<file path="src/design/lfc_pkg.sv">
// ---------------------------------------------------------------------------
// lfc_pkg : shared types and codes of the log frame checker
// Result beat layout, queue entry, configuration set and status codes.
// ---------------------------------------------------------------------------
package lfc_pkg;

   localparam int QDEPTH = 4;
   localparam int QPTR_W = $clog2(QDEPTH);
   localparam int QCNT_W = $clog2(QDEPTH + 1);

   localparam logic [31:0] CRC_POLY = 32'hEDB88320;
   localparam logic [31:0] ALL_ONES = 32'hFFFFFFFF;

   // result kinds
   localparam logic [1:0] KIND_ID      = 2'd0;
   localparam logic [1:0] KIND_VECTOR  = 2'd1;
   localparam logic [1:0] KIND_VERDICT = 2'd2;

   // verdict status codes
   localparam logic [3:0] ST_OK      = 4'd0;
   localparam logic [3:0] ST_BADLEN  = 4'd1;
   localparam logic [3:0] ST_TORN    = 4'd2;
   localparam logic [3:0] ST_CRC     = 4'd3;
   localparam logic [3:0] ST_OP      = 4'd4;
   localparam logic [3:0] ST_OVERRUN = 4'd5;
   localparam logic [3:0] ST_REMOVE  = 4'd6;
   localparam logic [3:0] ST_PARTIAL = 4'd7;
   localparam logic [3:0] ST_CLEAN   = 4'd8;

   // register indexes
   localparam logic [1:0] REG_INSERT = 2'd0;
   localparam logic [1:0] REG_REMOVE = 2'd1;
   localparam logic [1:0] REG_BULK   = 2'd2;
   localparam logic [1:0] REG_MAXPAY = 2'd3;

   typedef struct packed {
      logic [7:0]  insert_code;
      logic [7:0]  remove_code;
      logic [7:0]  bulk_code;
      logic [31:0] max_payload;
   } cfg_type;

   typedef struct packed {
      logic [1:0]  kind;
      logic [63:0] word;
      logic [7:0]  record_op;
      logic [31:0] id_count;
      logic [29:0] vector_words;
      logic [3:0]  status;
   } result_type;

   // an entry holds the one or two results of one accepted byte
   typedef struct packed {
      result_type r0;
      result_type r1;
      logic       two;
   } entry_type;

endpackage

</file>
<file path="src/design/lfc_front.sv">
// ---------------------------------------------------------------------------
// lfc_front : byte parser of the log frame checker
// Tracks header/payload, assembles words, runs the CRC and builds result
// entries for the queue, one accepted byte per cycle.
// ---------------------------------------------------------------------------
module lfc_front import lfc_pkg::*; (
   input  logic        clock,
   input  logic        reset,
   input  cfg_type     cfg,
   input  logic        accept,
   input  logic        action,
   input  logic [7:0]  data_byte,
   output logic        push,
   output entry_type   push_entry
);

   localparam logic PH_HEADER  = 1'b0;
   localparam logic PH_PAYLOAD = 1'b1;

   logic        phase_ff, phase_in;
   logic [31:0] index_ff, index_in;
   logic [31:0] length_ff, length_in;
   logic [31:0] scrc_ff, scrc_in;
   logic [31:0] rcrc_ff, rcrc_in;
   logic [7:0]  op_ff, op_in;
   logic [31:0] count_ff, count_in;
   logic [63:0] asm_ff, asm_in;
   logic        halted_ff, halted_in;

   function automatic logic [31:0] crc_byte(input logic [31:0] c, input logic [7:0] b);
      logic [31:0] x;
      x = c ^ {24'd0, b};
      for (int k = 0; k < 8; k++) begin
         x = x[0] ? (CRC_POLY ^ (x >> 1)) : (x >> 1);
      end
      return x;
   endfunction

   function automatic logic [63:0] lane_in(input logic [63:0] a, input logic [2:0] lane,
                                           input logic [7:0] b);
      logic [63:0] base;
      base = (lane == 3'd0) ? 64'd0 : a;
      return base | ({56'd0, b} << {lane, 3'b000});
   endfunction

   logic [34:0] rel, idb, vrel;
   logic [35:0] ovr_need, vec_len;
   logic [31:0] crc_nx;
   logic [2:0]  lane;
   result_type  elem, verd;
   logic        have_elem, have_verd;
   logic [3:0]  vst;
   logic [29:0] vvw;

   // frame parsing and result generation
   always_comb begin
      phase_in  = phase_ff;
      index_in  = index_ff;
      length_in = length_ff;
      scrc_in   = scrc_ff;
      rcrc_in   = rcrc_ff;
      op_in     = op_ff;
      count_in  = count_ff;
      asm_in    = asm_ff;
      halted_in = halted_ff;
      have_elem = 1'b0;
      have_verd = 1'b0;
      elem      = '0;
      verd      = '0;
      verd.kind = KIND_VERDICT;
      crc_nx    = crc_byte(rcrc_ff, data_byte);
      rel       = {3'd0, index_ff} - 35'd8;
      idb       = {count_ff, 3'b000};
      vrel      = rel - idb;
      lane      = 3'd0;
      vst       = ST_OK;
      vvw       = '0;
      ovr_need  = '0;
      vec_len   = '0;
      if (accept && !halted_ff) begin
         if (action) begin
            // end of log
            have_verd = 1'b1;
            halted_in = 1'b1;
            if (phase_ff == PH_HEADER) begin
               verd.status = (index_ff == 32'd0) ? ST_CLEAN : ST_TORN;
            end else begin
               verd.status    = ST_TORN;
               verd.record_op = op_ff;
               verd.id_count  = count_ff;
            end
         end else if (phase_ff == PH_HEADER) begin
            asm_in = lane_in(asm_ff, index_ff[2:0], data_byte);
            if (index_ff[2:0] == 3'd7) begin
               length_in = asm_in[31:0];
               scrc_in   = asm_in[63:32];
               index_in  = '0;
               if (asm_in[31:0] < 32'd8 || asm_in[31:0] > cfg.max_payload) begin
                  have_verd   = 1'b1;
                  verd.status = ST_BADLEN;
                  halted_in   = 1'b1;
               end else begin
                  phase_in = PH_PAYLOAD;
                  rcrc_in  = ALL_ONES;
                  op_in    = '0;
                  count_in = '0;
               end
            end else begin
               index_in = {29'd0, index_ff[2:0] + 3'd1};
            end
         end else begin
            rcrc_in = crc_nx;
            if (index_ff == 32'd0) begin
               op_in = data_byte;
            end else if (index_ff >= 32'd4 && index_ff <= 32'd7) begin
               asm_in = lane_in(asm_ff, {1'b0, index_ff[1:0]}, data_byte);
               if (index_ff == 32'd7) begin
                  count_in = asm_in[31:0];
               end
            end else if (index_ff >= 32'd8) begin
               if (rel < idb) begin
                  lane   = rel[2:0];
                  asm_in = lane_in(asm_ff, lane, data_byte);
                  if (lane == 3'd7) begin
                     have_elem = 1'b1;
                     elem.kind = KIND_ID;
                     elem.word = asm_in;
                  end
               end else begin
                  lane   = {1'b0, vrel[1:0]};
                  asm_in = lane_in(asm_ff, lane, data_byte);
                  if (lane == 3'd3) begin
                     have_elem         = 1'b1;
                     elem.kind         = KIND_VECTOR;
                     elem.word         = {32'd0, asm_in[31:0]};
                     elem.vector_words = vrel[31:2] + 30'd1;
                  end
               end
               elem.record_op = op_ff;
               elem.id_count  = count_ff;
            end
            // last payload byte: verdict in check order
            if ({1'b0, index_ff} + 33'd1 >= {1'b0, length_ff}) begin
               have_verd = 1'b1;
               phase_in  = PH_HEADER;
               index_in  = '0;
               ovr_need  = {1'b0, count_in, 3'b000} + 36'd8;
               vec_len   = {4'd0, length_ff} - ovr_need;
               if ((crc_nx ^ ALL_ONES) != scrc_ff) begin
                  vst = ST_CRC;
               end else if (op_in != cfg.insert_code && op_in != cfg.remove_code &&
                            op_in != cfg.bulk_code) begin
                  vst = ST_OP;
               end else if (ovr_need > {4'd0, length_ff}) begin
                  vst = ST_OVERRUN;
               end else if (op_in == cfg.remove_code) begin
                  if (count_in != 32'd1 || vec_len != 36'd0) begin
                     vst = ST_REMOVE;
                  end
               end else if (vec_len[1:0] != 2'd0) begin
                  vst = ST_PARTIAL;
               end
               if (vst == ST_OK) begin
                  vvw = vec_len[31:2];
               end else begin
                  halted_in = 1'b1;
               end
               verd.status       = vst;
               verd.vector_words = vvw;
               verd.record_op    = op_in;
               verd.id_count     = count_in;
            end else begin
               index_in = index_ff + 32'd1;
            end
         end
      end
   end

   // queue entry: element first, then verdict
   always_comb begin
      push           = have_elem || have_verd;
      push_entry.two = have_elem && have_verd;
      push_entry.r0  = have_elem ? elem : verd;
      push_entry.r1  = verd;
   end

   // state registers
   always_ff @(posedge clock) begin
      if (reset) begin
         phase_ff  <= PH_HEADER;
         index_ff  <= '0;
         length_ff <= '0;
         scrc_ff   <= '0;
         rcrc_ff   <= ALL_ONES;
         op_ff     <= '0;
         count_ff  <= '0;
         asm_ff    <= '0;
         halted_ff <= 1'b0;
      end else begin
         phase_ff  <= phase_in;
         index_ff  <= index_in;
         length_ff <= length_in;
         scrc_ff   <= scrc_in;
         rcrc_ff   <= rcrc_in;
         op_ff     <= op_in;
         count_ff  <= count_in;
         asm_ff    <= asm_in;
         halted_ff <= halted_in;
      end
   end

endmodule

</file>
<file path="src/design/lfc_queue.sv">
// ---------------------------------------------------------------------------
// lfc_queue : entry queue between parser and output stage
// Small register FIFO of result entries; full drives the input stall.
// ---------------------------------------------------------------------------
module lfc_queue import lfc_pkg::*; (
   input  logic      clock,
   input  logic      reset,
   input  logic      push,
   input  entry_type push_entry,
   input  logic      pop,
   output entry_type head,
   output logic      not_empty,
   output logic      full
);

   entry_type         store_ff [QDEPTH];
   logic [QPTR_W-1:0] wr_ff, wr_in, rd_ff, rd_in;
   logic [QCNT_W-1:0] cnt_ff, cnt_in;

   // pointers and fill count
   always_comb begin
      wr_in  = push ? wr_ff + 1'b1 : wr_ff;
      rd_in  = pop ? rd_ff + 1'b1 : rd_ff;
      cnt_in = cnt_ff + QCNT_W'(push) - QCNT_W'(pop);
   end

   assign head      = store_ff[rd_ff];
   assign not_empty = (cnt_ff != '0);
   assign full      = (cnt_ff == QCNT_W'(QDEPTH));

   always_ff @(posedge clock) begin
      if (push) begin
         store_ff[wr_ff] <= push_entry;
      end
   end

   always_ff @(posedge clock) begin
      if (reset) begin
         wr_ff  <= '0;
         rd_ff  <= '0;
         cnt_ff <= '0;
      end else begin
         wr_ff  <= wr_in;
         rd_ff  <= rd_in;
         cnt_ff <= cnt_in;
      end
   end

   a_cnt_bound: assert property (@(posedge clock) disable iff (reset)
      cnt_ff <= QCNT_W'(QDEPTH)) else $error("queue count beyond depth");
   a_no_push_full: assert property (@(posedge clock) disable iff (reset)
      full |-> !push) else $error("push into full queue");
   a_no_pop_empty: assert property (@(posedge clock) disable iff (reset)
      !not_empty |-> !pop) else $error("pop from empty queue");
   a_ptr_track: assert property (@(posedge clock) disable iff (reset)
      (cnt_ff == '0) |-> (wr_ff == rd_ff)) else $error("pointers differ when empty");

endmodule

</file>
<file path="src/design/lfc_back.sv">
// ---------------------------------------------------------------------------
// lfc_back : output stage of the log frame checker
// Holds one entry and presents its results as one or two beats.
// ---------------------------------------------------------------------------
module lfc_back import lfc_pkg::*; (
   input  logic       clock,
   input  logic       reset,
   input  entry_type  head,
   input  logic       not_empty,
   output logic       pop,
   input  logic       rsp_stall,
   output logic       rsp_valid,
   output result_type rsp_res,
   output logic       rsp_last
);

   entry_type ent_ff, ent_in;
   logic      valid_ff, valid_in;
   logic      sel_ff, sel_in;
   logic      take, need_load;

   // beat sequencing
   always_comb begin
      take      = valid_ff && !rsp_stall;
      need_load = !valid_ff || (take && (sel_ff || !ent_ff.two));
      pop       = need_load && not_empty;
      ent_in    = ent_ff;
      valid_in  = valid_ff;
      sel_in    = sel_ff;
      if (need_load) begin
         ent_in   = head;
         valid_in = not_empty;
         sel_in   = 1'b0;
      end else if (take) begin
         sel_in = 1'b1;
      end
   end

   assign rsp_valid = valid_ff;
   assign rsp_res   = sel_ff ? ent_ff.r1 : ent_ff.r0;
   assign rsp_last  = sel_ff || !ent_ff.two;

   always_ff @(posedge clock) begin
      ent_ff <= ent_in;
   end

   always_ff @(posedge clock) begin
      if (reset) begin
         valid_ff <= 1'b0;
         sel_ff   <= 1'b0;
      end else begin
         valid_ff <= valid_in;
         sel_ff   <= sel_in;
      end
   end

endmodule

</file>
<file path="src/design/log_frame_checker_core.sv">
// ---------------------------------------------------------------------------
// log_frame_checker_core : length/CRC framed log checker
// Parses a byte-serial log and emits ids, vector words and frame verdicts.
// ---------------------------------------------------------------------------
// Usage:
//   req_ channel: one beat per log byte (req_action 0) or end of log
//   (req_action 1). A beat is taken when req_valid is high and req_stall low.
//   rsp_ channel: id, vector word and verdict beats; rsp_last marks the
//   final beat caused by one input beat.
//   csr_ port (APB): insert, remove, bulk codes and max payload at 0,4,8,12.
// Throughput: one input beat per cycle unless req_stall; the parser handles a
// byte in the cycle it is taken. A byte closing both an element and a frame
// gives two beats, drained one per cycle by the output stage unless rsp_stall.
// Path: with the queue empty, a result reaches rsp_ through the queue write
// and then the output register after the edge that takes its input beat.
// Stall: a four-entry queue decouples parser and output; req_stall rises
// when it is full, so receiver stalls back up to the input.
// Reset: synchronous; clears parser state, queue and registers to defaults.
// After a failing verdict or end of log no further results until reset.
// ---------------------------------------------------------------------------
module log_frame_checker_core import lfc_pkg::*; (
   input  logic        clock,
   input  logic        reset,
   input  logic        req_valid,
   output logic        req_stall,
   input  logic        req_action,
   input  logic [7:0]  req_data_byte,
   output logic        rsp_valid,
   input  logic        rsp_stall,
   output logic [1:0]  rsp_kind,
   output logic [63:0] rsp_word,
   output logic [7:0]  rsp_record_op,
   output logic [31:0] rsp_id_count,
   output logic [29:0] rsp_vector_words,
   output logic [3:0]  rsp_status,
   output logic        rsp_last,
   input  logic        psel,
   input  logic        penable,
   input  logic        pwrite,
   input  logic [3:0]  paddr,
   input  logic [31:0] pwdata,
   output logic [31:0] prdata,
   output logic        pready
);

   cfg_type    cfg_ff, cfg_in;
   logic       accept, push, pop, not_empty, full;
   entry_type  push_entry, head;
   result_type res;

   // configuration registers
   always_comb begin
      cfg_in = cfg_ff;
      if (psel && penable && pwrite) begin
         case (paddr[3:2])
            REG_INSERT: cfg_in.insert_code = pwdata[7:0];
            REG_REMOVE: cfg_in.remove_code = pwdata[7:0];
            REG_BULK:   cfg_in.bulk_code   = pwdata[7:0];
            REG_MAXPAY: cfg_in.max_payload = pwdata;
            default:    cfg_in = cfg_ff;
         endcase
      end
   end

   always_comb begin
      case (paddr[3:2])
         REG_INSERT: prdata = {24'd0, cfg_ff.insert_code};
         REG_REMOVE: prdata = {24'd0, cfg_ff.remove_code};
         REG_BULK:   prdata = {24'd0, cfg_ff.bulk_code};
         REG_MAXPAY: prdata = cfg_ff.max_payload;
         default:    prdata = '0;
      endcase
   end

   assign pready = 1'b1;

   always_ff @(posedge clock) begin
      if (reset) begin
         cfg_ff.insert_code <= 8'd1;
         cfg_ff.remove_code <= 8'd2;
         cfg_ff.bulk_code   <= 8'd3;
         cfg_ff.max_payload <= 32'h4000_0000;
      end else begin
         cfg_ff <= cfg_in;
      end
   end

   // beat acceptance
   assign req_stall = full;
   assign accept    = req_valid && !full;

   lfc_front u_front (
      .clock      (clock),
      .reset      (reset),
      .cfg        (cfg_ff),
      .accept     (accept),
      .action     (req_action),
      .data_byte  (req_data_byte),
      .push       (push),
      .push_entry (push_entry)
   );

   lfc_queue u_queue (
      .clock      (clock),
      .reset      (reset),
      .push       (push),
      .push_entry (push_entry),
      .pop        (pop),
      .head       (head),
      .not_empty  (not_empty),
      .full       (full)
   );

   lfc_back u_back (
      .clock     (clock),
      .reset     (reset),
      .head      (head),
      .not_empty (not_empty),
      .pop       (pop),
      .rsp_stall (rsp_stall),
      .rsp_valid (rsp_valid),
      .rsp_res   (res),
      .rsp_last  (rsp_last)
   );

   assign rsp_kind         = res.kind;
   assign rsp_word         = res.word;
   assign rsp_record_op    = res.record_op;
   assign rsp_id_count     = res.id_count;
   assign rsp_vector_words = res.vector_words;
   assign rsp_status       = res.status;

endmodule

</file>
<file path="config.mk">
export PLATFORM = sky130hd
export DESIGN_NAME = log_frame_checker_core
export DESIGN_NICKNAME = d
export VERILOG_FILES = /design/src/design/lfc_pkg.sv /design/src/design/lfc_front.sv /design/src/design/lfc_queue.sv /design/src/design/lfc_back.sv /design/src/design/log_frame_checker_core.sv
export SDC_FILE = /design/constraint.sdc
export NUM_CORES = 2
export LEC_CHECK = 0
export BUFFER_PORTS_ARGS = -buffer_cell sky130_fd_sc_hd__buf_2
export CAP_MARGIN = 20
export CORE_MARGIN = 2
export CORE_UTILIZATION = 40
export DETAILED_ROUTE_END_ITERATION = 8
export PLACE_DENSITY = 0.61
export SETUP_SLACK_MARGIN = 0.02
export SLEW_MARGIN = 40
export SYNTH_ARGS = -nofsm -noshare
export SYNTH_HDL_FRONTEND = slang
export SYNTH_SLANG_ARGS = --single-unit
</file>
<file path="constraint.sdc">
create_clock -name clock -period 24.1 [get_ports clock]
set_input_delay 2.41 -clock clock [delete_from_list [all_inputs] [get_ports clock]]
set_output_delay 2.41 -clock clock [all_outputs]
set_load 0.02 [all_outputs]
</file>
==> metrics.txt <==
status complete, no violations; overall power 6.39 mW; CTS H-tree depth 4; sequential share of the synthesized area 60.0%; max frequency 98.5 MHz; Critical Path Start Type input port; number of synthesized flops with an enable pin 1075; Overflow after GRT 0; Slew HR 38.5%; die footprint 163000 um^2; Post-synth ARST share 0%; top post-synthesis cells by area edfxtp_1, dfxtp_1, mux4_2, ha_1, nor2_1; pre-CTS setup slack 13.44 ns; Chip Height 403 um; Tightest Pin Transition 0.920 ns; detailed placement HPWL 125000 um; DR pass1 iterations 6; Num CTS Buffers 149; critical path class input port to flop; Clk Latency, worst-skew pair 0.80 ns; vias per std cell 5.74; sequential share of power 46.1%; Synth cell types 88; max-slew violations 0; clk slew on worst S/H paths 0.06 ns; CTS tree done; Filler Cells Inserted 14100; Max IR drop VDD 0.0837 mV; CTS Hold Bufs 0; Initial Util 40.3%; CP max FO 30; Sw Ratio 27.5%; Final TNS setup 0 ns; post-synthesis cell area 63800 um^2; top-area cell type share of the netlist area 50.6%; final hold vios 0; syn_nets 5163; RSZ-0062 raised after global routing false; setup bufs post-CTS 0; setup violators final 0; DRT iter0 DRCs 4033; pin count of the biggest net entering global routing 190; routability-driven placement congestion ratio 0.957; CTS resizes 0; final worst-path cycle share 42.1%; Final ANT Viol Nets 0; CORE AREA 158000 um^2; routed vias 42200; CP endpoint kind flop; nets 5341; die width 403 um; post-synth top area cell edfxtp_1; vias in the first global route 40700; LEAKAGE 24.6 nW; most frequent cells in the layout edfxtp_1, nor2_1, nand2_1; antenna violations before repair 3; commonest non-fill, non-tap cell in the layout edfxtp_1; io pins 228; share of post-route cells with drive strength above 1 18.0%; Main synth FF type edfxtp_1; Yosys reg bits 1374; Clock Power Share 35.4%; WL/cell 24.9 um; first-pass GRT wire length 269000 um; crit path DAT 10.68 ns; Total Wirelength 183000 um; worst hold path type flop to flop; Logic pwr share 18.5%; clk_skew 0.0396 ns; Worst Setup Slack, final 13.95 ns; row count 146; Max-Cap Viols 0; Post-Syn Instances 4967; Tmin final 10.15 ns; worst hold stages 2; worst path required time 24.63 ns; Synth-to-Final Area Change 13.5%; P_sw 1.76 mW; Post-Syn Area per Cell 12.8 um^2; clk buf depth 3; DRC viols 0; YS warnings 0; All-Layer GR Usage 22.1%; CTS Root Cell clkbuf_16; Port Buf Inserts 224; reg2reg path depth 27; Internal 4.63 mW; P per Cell Area 88.3 nW/um^2; clock sink total 1374
## metal layers
metal	vias to the layer above	part of all wire [%]	global-route usage, %
li1	19100	-	-
met1	21200	43	30.7
met2	1560	47	35.2
met3	312	6.6	3.57
met4	2	3.4	7.79
met5	-	0.0071	0
## synth_stat cells, types with 53 or more instances
library cell,count
edfxtp_1,1075
nor2_1,457
nand2_1,332
dfxtp_1,299
mux4_2,223
clkbuf_1,219
inv_1,209
a21oi_1,182
xnor2_1,177
o21ai_0,156
a22oi_1,155
ha_1,141
nand3_1,115
nor3_1,100
xor2_1,98
nor2b_1,91
mux2_2,90
a211oi_1,60
a21o_1,55
and3_1,55
nand4_1,53
## through the flow
stage / area [um^2] / std cells / util [%] / hold slack (ns)
after floorplan: 63800 / 4967 / - / 0.425
after global placement: 67200 / 7055 / 42.4 / 0.434
after detailed placement: 67400 / 7059 / 42.5 / 0.442
after CTS: 72200 / 7337 / 45.6 / 0.456
after global routing: 72400 / 7345 / 45.7 / 0.475
final: 72400 / 7345 / 45.7 / 0.455
## final timing paths
path | startpoint | to | slack [ns]
worst min register to register | u_front.asm_ff[56] | u_front.asm_ff[56] | 0.45
worst max-delay path | req_data_byte[0] | u_queue.store_ff[2][101] | 13.95
worst max register to register | u_front.index_ff[0] | u_queue.store_ff[2][101] | 14.78
worst min-delay path | u_front.asm_ff[56] | u_front.asm_ff[56] | 0.45
## cell type report
class | count | area (um^2) | share of cell area (%)
sequential | 1374 | 38300 | 52.9
multi-input combinational | 3087 | 23800 | 32.8
clock buffer | 185 | 3950 | 5.45
tap | 2072 | 2590 | 3.58
timing repair buffer | 324 | 2110 | 2.92
clock inverter | 93 | 925 | 1.28
inverter | 209 | 785 | 1.08
antenna | 1 | 2.50 | 0.00346
## kinds of logic (layout without fill, tap and decap cells)
group	after synthesis	count (layout)	synth area share, %
and+or+nand+nor	1432	1432	10.9
DFF	1374	1374	60.0
AOI/OAI and AO/OA	876	876	9.15
buffers and inverters	506	811	3.07
muxes	353	353	10.1
xor gates and xnor gates	281	281	3.94
adders and majority gates	144	144	2.86
other	1	2	0.00588
## state kept, by name, indices dropped and copies added (netlist names), 3 cells and up
signal,count
u_queue.cnt_ff,3
cfg_ff,56
u_front.scrc_ff,32
u_front.asm_ff,64
u_front.length_ff,32
u_back.ent_ff,215
u_queue.store_ff,860
u_front.rcrc_ff,32
u_front.index_ff,32
u_front.count_ff,32
u_front.op_ff,8
## power groups by stage
stage,Sequential [mW],Combinational (mW),Clock [mW]
floorplan,2.99,0.827,0
global placement,2.99,1.20,0
detailed placement,3.00,1.20,0
CTS,2.95,1.21,2.31
global route,2.97,1.27,2.40
finish,2.95,1.18,2.27
## critical path, cell delays in order
cell	delay [ns]
buf_2	0.08
buf_4	0.34
nor3b_1	0.53
or2_2	0.30
mux2i_1	0.15
inv_1	0.13
ha_1	0.25
o21a_1	0.28
nand2_1	0.21
a21oi_1	0.58
nand2_1	0.15
xnor2_1	0.15
nor2_1	0.09
a21oi_1	0.05
ha_1	0.41
a21oi_1	0.23
o21bai_1	0.09
a21oi_1	0.23
a21oi_1	0.14
a211oi_1	0.48
o21ai_0	0.27
xnor2_1	0.73
nand4_1	0.14
or4b_1	0.67
o31ai_4	0.50
nand3_4	0.44
o22ai_1	0.54
No activity file was read; power rests on OpenSTA's default activity.
